## config.mk

```make
export PLATFORM = sky130hd
export DESIGN_NAME = tlv_frame_deframer_crc16_top_flat
export DESIGN_NICKNAME = d
export VERILOG_FILES = /design/src/rtl/core/tfd_pkg.sv /design/src/rtl/core/tfd_in_if.sv /design/src/rtl/core/tfd_out_if.sv /design/src/rtl/core/tfd_crc16.sv /design/src/rtl/core/tfd_parser.sv /design/src/rtl/core/tlv_frame_deframer_crc16_top.sv /design/src/flat_wrapper.sv
export SDC_FILE = /design/constraint.sdc
export NUM_CORES = 1
export LEC_CHECK = 0
export BUFFER_PORTS_ARGS = -buffer_cell sky130_fd_sc_hd__buf_2
export CAP_MARGIN = 20
export CORE_ASPECT_RATIO = 0.6
export CORE_UTILIZATION = 40
export DETAILED_ROUTE_END_ITERATION = 7
export GPL_TIMING_DRIVEN = 0
export HOLD_SLACK_MARGIN = 0.05
export PLACE_DENSITY_LB_ADDON = 0.1
export SETUP_SLACK_MARGIN = 0.2
export SLEW_MARGIN = 20
export SYNTH_ARGS = -nofsm -noshare
export SYNTH_HDL_FRONTEND = slang
export SYNTH_SLANG_ARGS = --single-unit
export TNS_END_PERCENT = 5
```

## constraint.sdc

```tcl
create_clock -name clk_i -period 7.2 [get_ports clk_i]
set_clock_uncertainty 0.15 [all_clocks]
set_input_delay 1.44 -clock clk_i [delete_from_list [all_inputs] [get_ports clk_i]]
set_output_delay 1.44 -clock clk_i [all_outputs]
set_load 0.01 [all_outputs]
```

## src/rtl/core/tfd_pkg.sv

```systemverilog
// Shared types and constants of the TLV frame deframer.
package tfd_pkg;

  localparam int unsigned MAX_FRAME_DEF = 1024;
  localparam int unsigned MIN_FRAME     = 6;

  localparam logic [15:0] CRC_INIT = 16'hFFFF;
  localparam logic [15:0] CRC_POLY = 16'hA001;

  localparam int unsigned CFG_IDX_W  = 1;
  localparam int unsigned CFG_DATA_W = 8;

  typedef enum logic [CFG_IDX_W-1:0] {
    CFG_MAGIC   = 1'b0,
    CFG_VERSION = 1'b1
  } cfg_idx_e;

  typedef enum logic [1:0] {
    KIND_START  = 2'd0,
    KIND_VALUE  = 2'd1,
    KIND_STATUS = 2'd2
  } kind_e;

  typedef enum logic [2:0] {
    ST_OK          = 3'd0,
    ST_SHORT       = 3'd1,
    ST_MAGIC       = 3'd2,
    ST_VERSION     = 3'd3,
    ST_HDR_OVERRUN = 3'd4,
    ST_TLV_OVERRUN = 3'd5,
    ST_CRC         = 3'd6,
    ST_TOO_LONG    = 3'd7
  } status_e;

  typedef struct packed {
    kind_e       kind;
    logic        in_header;
    logic [7:0]  tlv_id;
    logic [7:0]  value_type;
    logic [7:0]  value_len;
    logic [7:0]  byte_index;
    logic [7:0]  data_byte;
    logic        value_last;
    logic [7:0]  message_type;
    status_e     status;
  } rec_t;

endpackage

```

## src/rtl/core/tfd_in_if.sv

```systemverilog
// Input byte channel of the deframer.
interface tfd_in_if;
  logic       valid;
  logic       ready;
  logic [7:0] in_byte;
  logic       frame_last;

  modport source (output valid, output in_byte, output frame_last, input ready);
  modport sink   (input valid, input in_byte, input frame_last, output ready);
endinterface

```

## src/rtl/core/tfd_out_if.sv

```systemverilog
// Output record channel of the deframer.
interface tfd_out_if import tfd_pkg::*; ();
  logic       valid;
  logic       ready;
  kind_e      kind;
  logic       in_header;
  logic [7:0] tlv_id;
  logic [7:0] value_type;
  logic [7:0] value_len;
  logic [7:0] byte_index;
  logic [7:0] data_byte;
  logic       value_last;
  logic [7:0] message_type;
  status_e    status;

  modport source (output valid, output kind, output in_header, output tlv_id,
                  output value_type, output value_len, output byte_index,
                  output data_byte, output value_last, output message_type,
                  output status, input ready);
  modport sink   (input valid, input kind, input in_header, input tlv_id,
                  input value_type, input value_len, input byte_index,
                  input data_byte, input value_last, input message_type,
                  input status, output ready);
endinterface

```

## src/rtl/core/tfd_crc16.sv

```systemverilog
// One-byte update of the reflected CRC-16 used by the frame check.
module tfd_crc16 import tfd_pkg::*; (
  input  logic [15:0] crc_i,
  input  logic [7:0]  data_i,
  output logic [15:0] crc_o
);

  always_comb begin
    logic [15:0] c;
    c = crc_i ^ {8'h00, data_i};
    for (int k = 0; k < 8; k++) begin
      c = c[0] ? ((c >> 1) ^ CRC_POLY) : (c >> 1);
    end
    crc_o = c;
  end

endmodule

```

## src/rtl/core/tfd_parser.sv

```systemverilog
// Frame state, byte hold, TLV parser and status evaluation for one beat.
module tfd_parser import tfd_pkg::*; #(
  parameter int unsigned MaxFrame = MAX_FRAME_DEF
) (
  input  logic       clk_i,
  input  logic       rst_ni,
  input  logic       step_i,
  input  logic [7:0] byte_i,
  input  logic       last_i,
  input  logic [7:0] magic_i,
  input  logic [7:0] version_i,
  output logic       rec_valid_o,
  output rec_t       rec_o
);

  localparam int unsigned CntW = $clog2(MaxFrame + 2);

  typedef enum logic [5:0] {
    PH_MAGIC   = 6'b000001,
    PH_VERSION = 6'b000010,
    PH_TYPE    = 6'b000100,
    PH_HLEN    = 6'b001000,
    PH_PAYLOAD = 6'b010000,
    PH_SKIP    = 6'b100000
  } phase_e;

  localparam logic [1:0] FP_ID    = 2'd0;
  localparam logic [1:0] FP_TYPE  = 2'd1;
  localparam logic [1:0] FP_LEN   = 2'd2;
  localparam logic [1:0] FP_VALUE = 2'd3;

  phase_e          phase_q, phase_d;
  logic [CntW-1:0] cnt_q, cnt_d;
  logic [15:0]     crc_q, crc_d, crc_nxt;
  logic [15:0]     hold_q, hold_d;
  logic [1:0]      fill_q, fill_d;
  logic [7:0]      hl_q, hl_d;
  logic [7:0]      msg_q, msg_d;
  logic [1:0]      fpos_q, fpos_d;
  logic [7:0]      id_q, id_d;
  logic [7:0]      type_q, type_d;
  logic [7:0]      len_q, len_d;
  logic [7:0]      vpos_q, vpos_d;
  status_e         err_q, err_d;

  tfd_crc16 u_crc (
    .crc_i  (crc_q),
    .data_i (hold_q[15:8]),
    .crc_o  (crc_nxt)
  );

  always_comb begin
    logic        over;
    logic [7:0]  rb;
    logic        hdr;
    logic [7:0]  hl_dec;
    logic [8:0]  vpos_inc;
    logic [15:0] got;
    logic        have;
    rec_t        r;
    status_e     st;

    phase_d = phase_q;
    cnt_d   = cnt_q;
    crc_d   = crc_q;
    hl_d    = hl_q;
    msg_d   = msg_q;
    fpos_d  = fpos_q;
    id_d    = id_q;
    type_d  = type_q;
    len_d   = len_q;
    vpos_d  = vpos_q;
    err_d   = err_q;
    have    = 1'b0;
    r       = '0;
    st      = ST_OK;
    rb      = hold_q[15:8];
    hdr     = (hl_q != 8'd0);
    hl_dec  = hdr ? hl_q - 8'd1 : hl_q;
    vpos_inc = {1'b0, vpos_q} + 9'd1;

    if (cnt_q < CntW'(MaxFrame + 1)) begin
      cnt_d = cnt_q + CntW'(1);
    end
    over = (cnt_d > CntW'(MaxFrame));
    if (over) begin
      phase_d = PH_SKIP;
    end

    if (fill_q == 2'd2) begin
      crc_d = crc_nxt;
      case (phase_d)
        PH_MAGIC: begin
          if (rb != magic_i) begin
            err_d   = ST_MAGIC;
            phase_d = PH_SKIP;
          end else begin
            phase_d = PH_VERSION;
          end
        end
        PH_VERSION: begin
          if (rb != version_i) begin
            err_d   = ST_VERSION;
            phase_d = PH_SKIP;
          end else begin
            phase_d = PH_TYPE;
          end
        end
        PH_TYPE: begin
          msg_d   = rb;
          phase_d = PH_HLEN;
        end
        PH_HLEN: begin
          hl_d    = rb;
          fpos_d  = FP_ID;
          phase_d = PH_PAYLOAD;
        end
        PH_PAYLOAD: begin
          hl_d = hl_dec;
          case (fpos_q)
            FP_ID: begin
              id_d   = rb;
              fpos_d = FP_TYPE;
            end
            FP_TYPE: begin
              type_d = rb;
              fpos_d = FP_LEN;
            end
            FP_LEN: begin
              len_d  = rb;
              vpos_d = 8'd0;
              if (hdr && (rb > hl_dec)) begin
                err_d   = ST_TLV_OVERRUN;
                phase_d = PH_SKIP;
                fpos_d  = FP_ID;
              end else begin
                have         = 1'b1;
                r.kind       = KIND_START;
                r.in_header  = hdr;
                r.tlv_id     = id_q;
                r.value_type = type_q;
                r.value_len  = rb;
                r.value_last = (rb == 8'd0);
                fpos_d       = (rb == 8'd0) ? FP_ID : FP_VALUE;
              end
            end
            default: begin
              have         = 1'b1;
              r.kind       = KIND_VALUE;
              r.in_header  = hdr;
              r.tlv_id     = id_q;
              r.value_type = type_q;
              r.value_len  = len_q;
              r.byte_index = vpos_q;
              r.data_byte  = rb;
              r.value_last = (vpos_inc >= {1'b0, len_q});
              vpos_d       = vpos_inc[7:0];
              if (vpos_inc >= {1'b0, len_q}) begin
                fpos_d = FP_ID;
              end
            end
          endcase
          if (hdr && (hl_dec == 8'd0)) begin
            fpos_d = FP_ID;
          end
        end
        default: begin
          hl_d = hl_dec;
        end
      endcase
    end

    hold_d = {hold_q[7:0], byte_i};
    fill_d = (fill_q == 2'd2) ? 2'd2 : fill_q + 2'd1;

    got = {byte_i, hold_q[7:0]};
    if (over) begin
      st = ST_TOO_LONG;
    end else if (cnt_d < CntW'(MIN_FRAME)) begin
      st = ST_SHORT;
    end else if ((err_d == ST_MAGIC) || (err_d == ST_VERSION)) begin
      st = err_d;
    end else if (hl_d != 8'd0) begin
      st = ST_HDR_OVERRUN;
    end else if (crc_d != got) begin
      st = ST_CRC;
    end else if ((err_d == ST_TLV_OVERRUN) ||
                 ((phase_d == PH_PAYLOAD) && (fpos_d == FP_VALUE))) begin
      st = ST_TLV_OVERRUN;
    end

    r.message_type = msg_d;
    if (last_i) begin
      r.kind   = KIND_STATUS;
      r.status = st;
    end
    rec_valid_o = last_i || have;
    rec_o       = r;

    if (last_i) begin
      phase_d = PH_MAGIC;
      cnt_d   = '0;
      crc_d   = CRC_INIT;
      hold_d  = 16'h0000;
      fill_d  = 2'd0;
      hl_d    = 8'd0;
      msg_d   = 8'd0;
      fpos_d  = FP_ID;
      id_d    = 8'd0;
      type_d  = 8'd0;
      len_d   = 8'd0;
      vpos_d  = 8'd0;
      err_d   = ST_OK;
    end
  end

  always_ff @(posedge clk_i or negedge rst_ni) begin
    if (!rst_ni) begin
      phase_q <= PH_MAGIC;
      cnt_q   <= '0;
      crc_q   <= CRC_INIT;
      hold_q  <= 16'h0000;
      fill_q  <= 2'd0;
      hl_q    <= 8'd0;
      msg_q   <= 8'd0;
      fpos_q  <= FP_ID;
      id_q    <= 8'd0;
      type_q  <= 8'd0;
      len_q   <= 8'd0;
      vpos_q  <= 8'd0;
      err_q   <= ST_OK;
    end else if (step_i) begin
      phase_q <= phase_d;
      cnt_q   <= cnt_d;
      crc_q   <= crc_d;
      hold_q  <= hold_d;
      fill_q  <= fill_d;
      hl_q    <= hl_d;
      msg_q   <= msg_d;
      fpos_q  <= fpos_d;
      id_q    <= id_d;
      type_q  <= type_d;
      len_q   <= len_d;
      vpos_q  <= vpos_d;
      err_q   <= err_d;
    end
  end

endmodule

```

## src/rtl/core/tlv_frame_deframer_crc16_top.sv

```systemverilog
// Top level of the TLV frame deframer with CRC-16 check.
// A beat is held in the input register; any record it yields goes to the
// record register. Throughput: one input beat per cycle while the output
// is not stalled; the parser and byte-wide CRC update sit between the two.
// Reset: asynchronous, active low; clears frame state, the CRC to all ones,
// the pipeline valids and both configuration registers to zero.
module tlv_frame_deframer_crc16_top import tfd_pkg::*; #(
  parameter int unsigned MaxFrame = MAX_FRAME_DEF
) (
  input  logic                  clk_i,
  input  logic                  rst_ni,
  input  logic                  cfg_we_i,
  input  logic [CFG_IDX_W-1:0]  cfg_idx_i,
  input  logic [CFG_DATA_W-1:0] cfg_data_i,
  tfd_in_if.sink                in_i,
  tfd_out_if.source             out_o
);

  logic [7:0] magic_q, version_q;
  logic       s1_valid_q;
  logic [7:0] s1_byte_q;
  logic       s1_last_q;
  logic       out_valid_q, out_valid_d;
  rec_t       out_rec_q;
  logic       out_free, advance, in_fire;
  logic       rec_valid;
  rec_t       rec;

  assign out_free  = !out_valid_q || out_o.ready;
  assign advance   = s1_valid_q && out_free;
  assign in_i.ready = !s1_valid_q || out_free;
  assign in_fire   = in_i.valid && in_i.ready;

  always_ff @(posedge clk_i or negedge rst_ni) begin
    if (!rst_ni) begin
      magic_q   <= 8'h00;
      version_q <= 8'h00;
    end else if (cfg_we_i) begin
      case (cfg_idx_e'(cfg_idx_i))
        CFG_MAGIC:   magic_q   <= cfg_data_i;
        CFG_VERSION: version_q <= cfg_data_i;
        default: ;
      endcase
    end
  end

  always_ff @(posedge clk_i or negedge rst_ni) begin
    if (!rst_ni) begin
      s1_valid_q <= 1'b0;
    end else if (in_fire) begin
      s1_valid_q <= 1'b1;
    end else if (advance) begin
      s1_valid_q <= 1'b0;
    end
  end

  always_ff @(posedge clk_i) begin
    if (in_fire) begin
      s1_byte_q <= in_i.in_byte;
      s1_last_q <= in_i.frame_last;
    end
  end

  tfd_parser #(
    .MaxFrame (MaxFrame)
  ) u_parser (
    .clk_i       (clk_i),
    .rst_ni      (rst_ni),
    .step_i      (advance),
    .byte_i      (s1_byte_q),
    .last_i      (s1_last_q),
    .magic_i     (magic_q),
    .version_i   (version_q),
    .rec_valid_o (rec_valid),
    .rec_o       (rec)
  );

  always_comb begin
    out_valid_d = out_valid_q;
    if (advance) begin
      out_valid_d = rec_valid;
    end else if (out_o.ready) begin
      out_valid_d = 1'b0;
    end
  end

  always_ff @(posedge clk_i or negedge rst_ni) begin
    if (!rst_ni) begin
      out_valid_q <= 1'b0;
    end else begin
      out_valid_q <= out_valid_d;
    end
  end

  always_ff @(posedge clk_i) begin
    if (advance && rec_valid) begin
      out_rec_q <= rec;
    end
  end

  assign out_o.valid        = out_valid_q;
  assign out_o.kind         = out_rec_q.kind;
  assign out_o.in_header    = out_rec_q.in_header;
  assign out_o.tlv_id       = out_rec_q.tlv_id;
  assign out_o.value_type   = out_rec_q.value_type;
  assign out_o.value_len    = out_rec_q.value_len;
  assign out_o.byte_index   = out_rec_q.byte_index;
  assign out_o.data_byte    = out_rec_q.data_byte;
  assign out_o.value_last   = out_rec_q.value_last;
  assign out_o.message_type = out_rec_q.message_type;
  assign out_o.status       = out_rec_q.status;

endmodule
```

## src/flat_wrapper.sv

```systemverilog
// flat-port wrapper written by rule: the top's interface ports become plain ports
module tlv_frame_deframer_crc16_top_flat import tfd_pkg::*;
#(
  parameter int unsigned MaxFrame = MAX_FRAME_DEF
)
  (clk_i, rst_ni, cfg_we_i, cfg_idx_i, cfg_data_i, in_i_valid, in_i_in_byte, in_i_frame_last, in_i_ready, out_o_valid, out_o_kind, out_o_in_header, out_o_tlv_id, out_o_value_type, out_o_value_len, out_o_byte_index, out_o_data_byte, out_o_value_last, out_o_message_type, out_o_status, out_o_ready);
  tfd_in_if in_i_i ();
  tfd_out_if out_o_i ();
  input  logic clk_i;
  input  logic rst_ni;
  input  logic cfg_we_i;
  input  logic [CFG_IDX_W-1:0] cfg_idx_i;
  input  logic [CFG_DATA_W-1:0] cfg_data_i;
  input wire logic [$bits(in_i_i.valid)-1:0] in_i_valid;
  input wire logic [$bits(in_i_i.in_byte)-1:0] in_i_in_byte;
  input wire logic [$bits(in_i_i.frame_last)-1:0] in_i_frame_last;
  output wire logic [$bits(in_i_i.ready)-1:0] in_i_ready;
  output wire logic [$bits(out_o_i.valid)-1:0] out_o_valid;
  output wire logic [$bits(out_o_i.kind)-1:0] out_o_kind;
  output wire logic [$bits(out_o_i.in_header)-1:0] out_o_in_header;
  output wire logic [$bits(out_o_i.tlv_id)-1:0] out_o_tlv_id;
  output wire logic [$bits(out_o_i.value_type)-1:0] out_o_value_type;
  output wire logic [$bits(out_o_i.value_len)-1:0] out_o_value_len;
  output wire logic [$bits(out_o_i.byte_index)-1:0] out_o_byte_index;
  output wire logic [$bits(out_o_i.data_byte)-1:0] out_o_data_byte;
  output wire logic [$bits(out_o_i.value_last)-1:0] out_o_value_last;
  output wire logic [$bits(out_o_i.message_type)-1:0] out_o_message_type;
  output wire logic [$bits(out_o_i.status)-1:0] out_o_status;
  input wire logic [$bits(out_o_i.ready)-1:0] out_o_ready;
  assign in_i_i.valid = in_i_valid;
  assign in_i_i.in_byte = in_i_in_byte;
  assign in_i_i.frame_last = in_i_frame_last;
  assign in_i_ready = in_i_i.ready;
  assign out_o_valid = out_o_i.valid;
  assign out_o_kind = out_o_i.kind;
  assign out_o_in_header = out_o_i.in_header;
  assign out_o_tlv_id = out_o_i.tlv_id;
  assign out_o_value_type = out_o_i.value_type;
  assign out_o_value_len = out_o_i.value_len;
  assign out_o_byte_index = out_o_i.byte_index;
  assign out_o_data_byte = out_o_i.data_byte;
  assign out_o_value_last = out_o_i.value_last;
  assign out_o_message_type = out_o_i.message_type;
  assign out_o_status = out_o_i.status;
  assign out_o_i.ready = out_o_ready;
  tlv_frame_deframer_crc16_top #(.MaxFrame(MaxFrame)) u_core (.clk_i(clk_i), .rst_ni(rst_ni), .cfg_we_i(cfg_we_i), .cfg_idx_i(cfg_idx_i), .cfg_data_i(cfg_data_i), .in_i(in_i_i), .out_o(out_o_i));
endmodule
```

==> flow_summary.json <==
{
  "worst_pin_slew_ns": 0.751,
  "wire_per_inst_um": 20.2,
  "fin_area_sq_um": 11400,
  "async_reset_ff_frac": 0.656,
  "yosysWarnings": 0,
  "synth_most_common_cell": "dfrtp_1",
  "period_needed_ns": 5.30,
  "yosys.area.top_type": "dfrtp_1",
  "dpl_cell_area_sq_um": 10800,
  "power_density_nw_per_um2": 266,
  "power_w": 0.00304,
  "path_class": "reg -> reg",
  "cellLeakagePower_nw": 4.64,
  "cts_tree": "built",
  "area_growth_pct": 15.2,
  "initial_core_util": 0.409,
  "numCtsBuffers": 17,
  "grt_max_degree": 91,
  "seq_power_share": 0.430,
  "slew_headroom": 0.495,
  "rsz0062_at_grt": "no",
  "drc": 0,
  "critPathRequiredTime_ns": 7.20,
  "synthMuxAreaShare": 0.0597,
  "die_y_um": 124,
  "grt_overflow": 0,
  "synth_xor_area_frac": 0.0729,
  "numClockSinks": 186,
  "crit_path_max_fanout": 27,
  "synth_common_cells": "dfrtp_1, nand2_1, edfxtp_1",
  "finalHoldViolations": 0,
  "crit_path_cell_trace": "clkbuf_1, inv_1, ha_1, or3b_2, nor2_1, xnor2_1, ha_1, inv_1, a21oi_1, o22ai_1, o31ai_1, o21ai_0, o31ai_1, a21oi_1, nor2_4, buf_16, buf_12",
  "pwr-share-comb": 0.241,
  "drv_cap": 0,
  "synthesis.area_sq_um": 9900,
  "ff2ff_setup_slack_ns": 1.90,
  "ys_ff_latch": 186,
  "synth_top_family_by_area": "simple AND/OR/NAND/NOR gates",
  "yosys.area_share.simple": 0.158,
  "grt_pass1_wl_mm": 41.8,
  "crit_slowest_cell": "o31ai_1",
  "vias_per_cell": 5.47,
  "hold_buffers": 0,
  "internal_power_w": 0.00207,
  "die_w_um": 205,
  "dp.final_hpwl_mm": 19.6,
  "fmax_ghz": 0.189,
  "path_clk_slew_ns": 0.07,
  "yosysSeqAreaShare": 0.505,
  "largestRegisters": "u_core.u_parser.crc_q (16), u_core.u_parser.hold_q (16), u_core.u_parser.cnt_q (11)",
  "antenna_found_initial": 0,
  "setup_viol": 0,
  "synth_compound_area_frac": 0.142,
  "p_sw_w": 0.000968,
  "reg2reg_to": "u_core.out_o.status[0]",
  "synth_area_leaders": "dfrtp_1, edfxtp_1, mux2_2",
  "clk_path_buf_depth": 2,
  "syn_avg_cell_area_sq_um": 10.9,
  "drive_gt1_frac": 0.213,
  "portBuffers": 79,
  "finalWirelength_mm": 27.1,
  "report.final.slew_viol_count": 0,
  "antennaDiodeCount": 0,
  "synth_flop_cell": "dfrtp_1",
  "syn_inst": 906,
  "max_stage_delay_ns": 0.63,
  "clock_latency_ns": 0.46,
  "crit_path_start_kind": "register",
  "fin_nets": 1055,
  "antenna_left": 0,
  "place_inst": 1310,
  "num_io_pins": 80,
  "rr_startpoint": "u_core.u_parser.hl_q[0]",
  "first_iter_violations": 745,
  "r2r_cells": 17,
  "holdCritStartpoint": "u_core.s1_last_q",
  "cts_setup_buffers": 0,
  "crit_start": "u_core.u_parser.hl_q[0]",
  "grt_pass1_vias": 6890,
  "postCtsResizedCells": 0,
  "gp_congestion": 0.936,
  "p_clk_frac": 0.329,
  "hp-class": "reg -> reg",
  "status": "complete, no violations",
  "ys_types": 80,
  "p_sw_frac": 0.319,
  "vdd_drop_max_mv": 0.248,
  "synthAdderAreaFrac": 0.0316,
  "row_count": 44,
  "endpoint_kind": "register",
  "worst_hold_path.endpoint": "u_core.out_o.kind[1]",
  "synth_edf_count": 64,
  "die-area_sq_um": 25400,
  "utilization": 0.471,
  "drt-pass1-iter-count": 5,
  "layout.cells.non_filler": 1342,
  "finalCritPeriodShare": 0.736,
  "coreArea_sq_um": 24200,
  "cts_max_level": 4,
  "worstPathArrival_ns": 5.30,
  "root_buffer": "clkbuf_16",
  "synth_top_area_frac": 0.265,
  "grt.total_usage": 0.224,
  "syn-num-nets": 954,
  "dp_worst_setup_slack_ns": 2.02,
  "worst_slack_ns": 1.90,
  "whs_path_depth": 0,
  "vias": 7342
}
==> critical path, delay by kind of cell, from the launching register on <==
kind / cells / cell delay, ns
buffers and inverters: 5 / 0.83
adder cells (fa/ha/maj): 2 / 0.45
AND/OR/NAND/NOR: 3 / 1.34
flip-flops: 1 / 0.36
AO/OA/AOI/OAI: 6 / 1.62
XOR/XNOR: 1 / 0.21
==> placed cells by master (no fill, tap or decap), types with 17 or more instances in the layout <==
cell type / instances
ha_1: 25
buf_2: 80
clkbuf_1: 31
dfstp_2: 17
xor2_1: 18
clkbuf_16: 17
inv_1: 26
nor2_1: 47
o21ai_0: 61
xnor2_1: 41
edfxtp_1: 64
dfrtp_1: 105
a22o_1: 23
a21oi_1: 36
and2_1: 37
mux2_2: 48
nand3_1: 20
nand2_1: 93
==> power groups by stage <==
| stage | Clock (W) | Sequential, W | Combinational, W |
|---|---|---|---|
| after floorplan | 0 | 0.00130 | 0.000520 |
| after global placement | 0 | 0.00133 | 0.000711 |
| after detailed placement | 0 | 0.00132 | 0.000723 |
| after CTS | 0.00102 | 0.00130 | 0.000727 |
| after global routing | 0.00106 | 0.00132 | 0.000802 |
| final | 0.000999 | 0.00131 | 0.000731 |
==> metal layers <==
metal  routed length, um  GRT usage
met1               14700      0.363
met3                2010     0.0683
met4                 248     0.0514
met2               10100      0.277
met5                   0          0
==> worst max path at each step <==
| stage | cells after the start | slack (ns) | end |
|---|---|---|---|
| 5_1_grt | 17 | 1.50 | u_core.out_o.status[0] |
| 2_1_floorplan | 15 | 1.30 | u_core.out_o.byte_index[0] |
| 6_report | 17 | 1.90 | u_core.out_o.status[0] |
| 4_1_cts | 17 | 1.99 | u_core.out_o.message_type[7] |
| 3_3_place_gp | 15 | -0.76 | u_core.out_o.status[0] |
| 3_5_place_dp | 17 | 2.02 | u_core.out_o.message_type[1] |
==> metrics by stage <==
stage | TNS, ns | hold slack, ns
final | 0 | 0.305
after global routing | 0 | 0.322
after floorplan | 0 | 0.274
after global placement | -41.14 | 0.281
after detailed placement | 0 | 0.284
after CTS | 0 | 0.304
==> cells by family (layout without fill, tap and decap cells) <==
logic type,count (synthesis),count (layout)
and+or+nand+nor,297,297
AOI/OAI and AO/OA,206,206
DFF,186,186
buffers and inverters,70,184
xor gates and xnor gates,69,69
muxes,53,53
adders and majority gates,25,25
==> final cells by class <==
class / count / area (sq um)
well taps: 322 / 403
inverters: 27 / 101
clock inverters: 14 / 181
flip-flops and latches: 186 / 5000
multi-input cells: 650 / 4600
repair buffers: 82 / 480
fillers: 2306 / 12800
clock buffers: 18 / 429
plain buffers: 43 / 209
No activity file was read; power rests on OpenSTA's default activity.
